## src/rtl/sst_pkg.sv

```systemverilog
// ----------------------------------------------------------------------------
// sst_pkg
// types and constants shared by the sorted score table and its cells
// ----------------------------------------------------------------------------
package sst_pkg;

  localparam int unsigned ScoreW = 32;
  localparam int unsigned NumberW = 32;
  localparam int unsigned WordW = 64;
  localparam int unsigned FieldIdxW = 5;
  localparam int unsigned OpW = 2;
  localparam int unsigned StatusW = 2;

  typedef enum logic [OpW-1:0] {
    OP_INSERT   = 2'd0,
    OP_REMOVE   = 2'd1,
    OP_READ     = 2'd2,
    OP_TRUNCATE = 2'd3
  } op_e;

  typedef enum logic [StatusW-1:0] {
    ST_OK        = 2'd0,
    ST_BAD_INDEX = 2'd1,
    ST_FULL      = 2'd2
  } status_e;

  typedef struct packed {
    logic signed [ScoreW-1:0]  score;
    logic signed [NumberW-1:0] number;
    logic [WordW-1:0]          name_word;
    logic [WordW-1:0]          extra_word;
  } entry_t;

  typedef struct packed {
    logic en;
    op_e  op;
    logic slot_valid;
    logic at_count;
    logic at_or_after_idx;
  } cell_ctrl_t;

endpackage

```

## src/rtl/sst_cell.sv

```systemverilog
// ----------------------------------------------------------------------------
// sst_cell
// one table slot: compares its score with the new entry and takes the new
// entry or a neighbor's entry on insert and remove
// ----------------------------------------------------------------------------
module sst_cell (
  input  logic                clk_i,
  input  sst_pkg::cell_ctrl_t ctrl_i,
  input  sst_pkg::entry_t     new_entry_i,
  input  sst_pkg::entry_t     left_entry_i,
  input  sst_pkg::entry_t     right_entry_i,
  input  logic                left_ins_i,
  output logic                ins_o,
  output sst_pkg::entry_t     entry_o
);

  sst_pkg::entry_t entry_q, entry_d;

  // new entry lands at or before this slot
  assign ins_o = ctrl_i.slot_valid && (entry_q.score <= new_entry_i.score);
  assign entry_o = entry_q;

  always_comb begin
    entry_d = entry_q;
    if (ctrl_i.en) begin
      unique case (ctrl_i.op)
        sst_pkg::OP_INSERT: begin
          if (left_ins_i) begin
            entry_d = left_entry_i;
          end else if (ins_o || ctrl_i.at_count) begin
            entry_d = new_entry_i;
          end
        end
        sst_pkg::OP_REMOVE: begin
          if (ctrl_i.at_or_after_idx) begin
            entry_d = right_entry_i;
          end
        end
        default: begin
          entry_d = entry_q;
        end
      endcase
    end
  end

  always_ff @(posedge clk_i) begin
    entry_q <= entry_d;
  end

endmodule

```

## config.mk

```make
export PLATFORM = sky130hd
export DESIGN_NAME = sst_cell
export DESIGN_NICKNAME = d
export VERILOG_FILES = /design/src/rtl/sst_pkg.sv /design/src/rtl/sst_cell.sv
export SDC_FILE = /design/constraint.sdc
export NUM_CORES = 1
export LEC_CHECK = 0
export ABC_AREA = 1
export BUFFER_PORTS_ARGS = -buffer_cell sky130_fd_sc_hd__buf_2
export CORE_AREA = 2 2 299 301
export DETAILED_ROUTE_END_ITERATION = 6
export DIE_AREA = 0 0 301 303
export GPL_TIMING_DRIVEN = 0
export SYNTH_ARGS = -nofsm -noshare
export SYNTH_HDL_FRONTEND = slang
export SYNTH_SLANG_ARGS = --single-unit
```

## constraint.sdc

```tcl
create_clock -name clk_i -period 17.2 [get_ports clk_i]
set_clock_uncertainty 0.1 [all_clocks]
set_input_delay 1.72 -clock clk_i [delete_from_list [all_inputs] [get_ports clk_i]]
set_output_delay 1.72 -clock clk_i [all_outputs]
set_load 0.05 [all_outputs]
```

# --- Word-level counts from Yosys, hierarchy flattened ---
# Index checks and enable logic that the tools add are counted.
totals:
  regBits: 192
  in_bits: 584
  out_inout_bits: 193
  elab_cells: 17
op_classes:
  magnitude_cmp: 1
  n_eq_ne: 3
  mux: 4
  reduce_logical: 5
op_table:
  columns: ["op", "count"]
  rows:
  - ["$mux W192", 3]
  - ["$pmux W192 S2", 1]
  - ["$le A32 B32 Y1", 1]
  - ["$reduce_and A4 Y1", 1]
  - ["$ne A3 B3 Y1 const B", 1]
  - ["$eq A2 B1 Y1 const B", 1]
  - ["$logic_not A2 Y1", 1]
  - ["$ne A2 B2 Y1 const B", 1]
  - ["$reduce_bool A2 Y1", 1]
  - ["$logic_and A1 B1 Y1", 1]
  - ["$logic_or A1 B1 Y1", 1]

# --- Longest topological paths before layout ---
depth:
  word_depth: 6
  mapped_depth: 17

# --- Worst setup path before layout ---
# No wires, ideal clock.
synth_timing:
  path_type: "input port to flip-flop"
  from: "input new_entry_i[191] (netlist name)"
  to: "register entry_q, in the netlist entry_o[0], enable pin"
  setup_ns: 0.620
  t_arrival_ns: 8.205
  slack_ns: 8.275
  path_stages: 11
  cell_sequence: "inv_1 -> ha_1 -> nand2_2 -> nor3_2 -> and3_1 -> nand2_1 -> nand2_1 -> nand2_1 -> nand3_2 -> nand2_2 -> a21oi_2"
synth_via:
  elab_chain_cells: 5
synth_lines:
  columns: ["element", "line_no", "text"]
  rows:
  - ["start: declaration", "sst_cell.sv:9", "input sst_pkg::entry_t new_entry_i,"]
  - ["$le A32 B32 Y1", "sst_cell.sv:20", "assign ins_o = ctrl_i.slot_valid && (entry_q.score <= new_entry_i.score);"]
  - ["$logic_and A1 B1 Y1", "sst_cell.sv:20", null]
  - ["$logic_or A1 B1 Y1", "sst_cell.sv:30", "end else if (ins_o || ctrl_i.at_count) begin"]
  - ["$ne A3 B3 Y1 (no source line)", null, null]
  - ["$reduce_and A4 Y1 (no source line)", null, null]
  - ["end signal: assignment", "sst_cell.sv:47", "entry_q <= entry_d;"]
  - ["end: declaration", "sst_cell.sv:17", "sst_pkg::entry_t entry_q, entry_d;"]
# Every way passes these cells.
# A chain may end at the register's enable or synchronous reset.

# --- Worst setup path in the final report ---
layout_timing:
  from: "input new_entry_i[187] (netlist name)"
  to: "output ins_o"
layout_via:
  elab_chain_cells: 2
layout_lines:
  columns: ["element", "line_no", "text"]
  rows:
  - ["$le A32 B32 Y1", "sst_cell.sv:20", null]
  - ["$logic_and A1 B1 Y1", "sst_cell.sv:20", null]
  - ["end: declaration", "sst_cell.sv:13", "output logic ins_o,"]
# Every way passes these cells.

==> results.md <==
* Status: finished, final reports clean
* Register bit count reported by yosys at 192
* Largest net degree at the start of global routing at 32
* Hold path start: entry_o[191]$_DFFE_PP_
* Family with the most delay on the worst path: simple AND/OR/NAND/NOR gates
* CP Data Arrival Time at 3680 ps
* Tot Pwr at 1.33 mW
* Most common cell after layout, fill and taps aside: buf_2
* Number of flip-flops in the largest register at 192
* Yosys top cell by area: edfxtp_1
* Min-Delay Path Class: flip-flop to flip-flop
* Design Area, Final at 16600 um^2
* Synthesized area at 10400 um^2
* Maximum VDD drop at 0.0000820 V
* Global-route wire length before repair at 96100 um
* R2R depth at 14
* Post-route ant nets at 0
* # hold bufs at CTS at 0
* Worst R2R Start: entry_o[187]$_DFFE_PP_
* Vias per cell at 4.00
* Vias in the first global route at 11800
* Post-cts resize count at 0
* Critical Path RT at 15380 ps
* Critical path peak fanout at 3
* Core area at 88000 um^2
* DRC at 0
* Rows at 109
* R2R Setup Slk at 13250 ps
* PwrDens at 80.3 nW/um^2
* Gate Count Post-Synth at 1167
* Htree depth at 4
* Setup repair bufs after CTS at 0
* Total GRT Usage at 15.7%
* Share of cells above drive strength 1 at 42.9%
* Hold Path Cell Cnt at 6
* Endpoint class of the critical path: output pin
* # nets final at 2584
* Post-synthesis sequential area ratio at 55.2%
* Remaining Overflow, GRT at 0
* Critical Path Slowest Stage Cell: ha_1
* Initial antenna violation count at 72
* Primary FF master, synth: edfxtp_1
* First-pass detailed-route iteration total at 6
* Post-synth cell types at 23
* DP HPWL at 64900 um
* CTS Buffer Depth at 2
* Final period utilization at 32.0%
* Initial Util at 11.9%
* Post-DP Area at 15900 um^2
* Most frequent cells in the layout: buf_2 (808), nand2_1 (389), edfxtp_1 (192)
* Fmax achieved at 0.182 GHz
* Die Ht at 303 um
* Port Buffers at 775
* CTS clock-pin slew for the worst setup and hold paths at 80 ps
* Clock Latency Late Sink at 520 ps
* Final setup vio count at 0
* Via count at 12600
* RD Place Congestion at 0.943
* Synth area leaders: edfxtp_1 (55%), nand2_1 (14%), a31oi_1 (9.7%)
* Top Ports at 777
* Unrepaired setup endpoints after global routing: false
* Hold Crit Endpoint: entry_o[160]$_DFFE_PP_
* Setup crit start: new_entry_i[187]
* TritonCTS clock tree: yes
* DIE AREA at 91200 um^2
* DRT Wirelength at 75300 um
* Syn Nets at 1783
* Num Clock Sinks at 192
* Slew Limit Headroom at 25.8%
* CP Class: input pin to output pin
* CTS buffer count at 17
* Avg Cell Area, Syn at 8.95 um^2
* Max-cap violation count at 0
* Worst path max stage delay at 310 ps
* Final core utilization at 18.8%
* Synth warnings at 0
* DRT iter0 DRCs at 1025
* Leakage at 7.45 nW
* Endpoints failing hold at 0
* Hold Slack at 1220 ps
* Worst Max-Slew Pin Slew at 1110 ps
* Crit-path cells: buf_2, inv_1, ha_1, nand4_1, nor3_2, and3_1, nand2_1, nand2_1, nand2_1, nand3_2, nand2_2, inv_1, buf_2
* Die W at 301 um
* Share of Yosys cell area claimed by the top area cell type at 55.2%
* Count of final max-slew check failures at 0
* Most used cell, CP: nand2_1
* Post-synth ARST share at 0%
* R2R Path End: entry_o[11]$_DFFE_PP_
* Clock Root Buffer: clkbuf_16
* Startpoint Class: input pin
* Setup TNS at 0 ps
* Min Tclk post-route at 5500 ps
* WL per Instance at 23.8 um
* EDFF count, synth at 192
* Worst Path Buf+Inv at 4
* Area grow syn2layout at 58.6%
[cell type report]
class / count / area (um^2)
inverter: 44 / 165
tap: 1165 / 1460
fill: 10000 / 71400
timing repair buffer: 782 / 4020
clock buffer: 18 / 429
buffer: 84 / 357
clock inverter: 14 / 164
antenna: 17 / 42.5
multi-input combinational: 847 / 4170
sequential: 192 / 5770
[worst max-delay path by stage]
stage / cells after the start / end / slack (ps)
floorplan: 11 / entry_o[0]$_DFFE_PP_ / 8270
global placement: 11 / entry_o[11]$_DFFE_PP_ / 4570
detailed placement: 12 / ins_o / 11680
CTS: 12 / ins_o / 11670
global route: 13 / ins_o / 11600
finish: 13 / ins_o / 11700
[stage by stage]
step	cells	setup WS, ps
2_1_floorplan	1167	8270
3_3_place_gp	3107	4570
3_5_place_dp	3114	11680
4_1_cts	3146	11670
5_1_grt	3158	11600
6_report	3163	11700
[cell usage after synthesis (2+ instances only)]
master and instances:
nand2_2 2, buf_1 9, nand2_1 389, ha_1 32, buf_2 33, o21a_1 32, nand3_1 4, o21ai_0 2
edfxtp_1 192, nor2_1 171, clkbuf_1 42, o211ai_1 31, a31oi_1 162, a21oi_1 14, inv_1 43, nand4_1 2
[logic make-up after synthesis]
kind of cell,after synthesis,share of synthesized area [%]
compound gates,243,15.1
fa+ha+maj,32,3.83
buf+inv,128,4.99
flops,192,55.2
simple gates,572,20.8
[worst reg2reg max path, stage by stage, from the launching register on]
cell,delay [ps]
edfxtp_1,420
ha_1,340
nand4_1,230
nor3_2,280
and3_1,300
nand2_1,100
nand2_1,60
nand2_1,60
nand3_2,110
nand2_2,90
a21oi_4,540
buf_12,270
buf_12,220
buf_12,240
buf_12,260
[metal layers]
metal / track usage, % / vias to the layer above / part of all wire (%)
li1: - / 5698 / -
met1: 18.9 / 5896 / 41
met2: 25.7 / 829 / 46
met3: 5.66 / 185 / 9.3
met4: 5.91 / 34 / 3.6
met5: 0 / - / 0.32
[power breakdown]
part           internal (mW)  switching [mW]  leakage [nW]
registers              0.548         0.00688          1.78
logic                  0.108           0.221          5.38
clock network          0.228           0.219         0.290
total                  0.884           0.447          7.45
No activity file was read; power rests on OpenSTA's default activity.
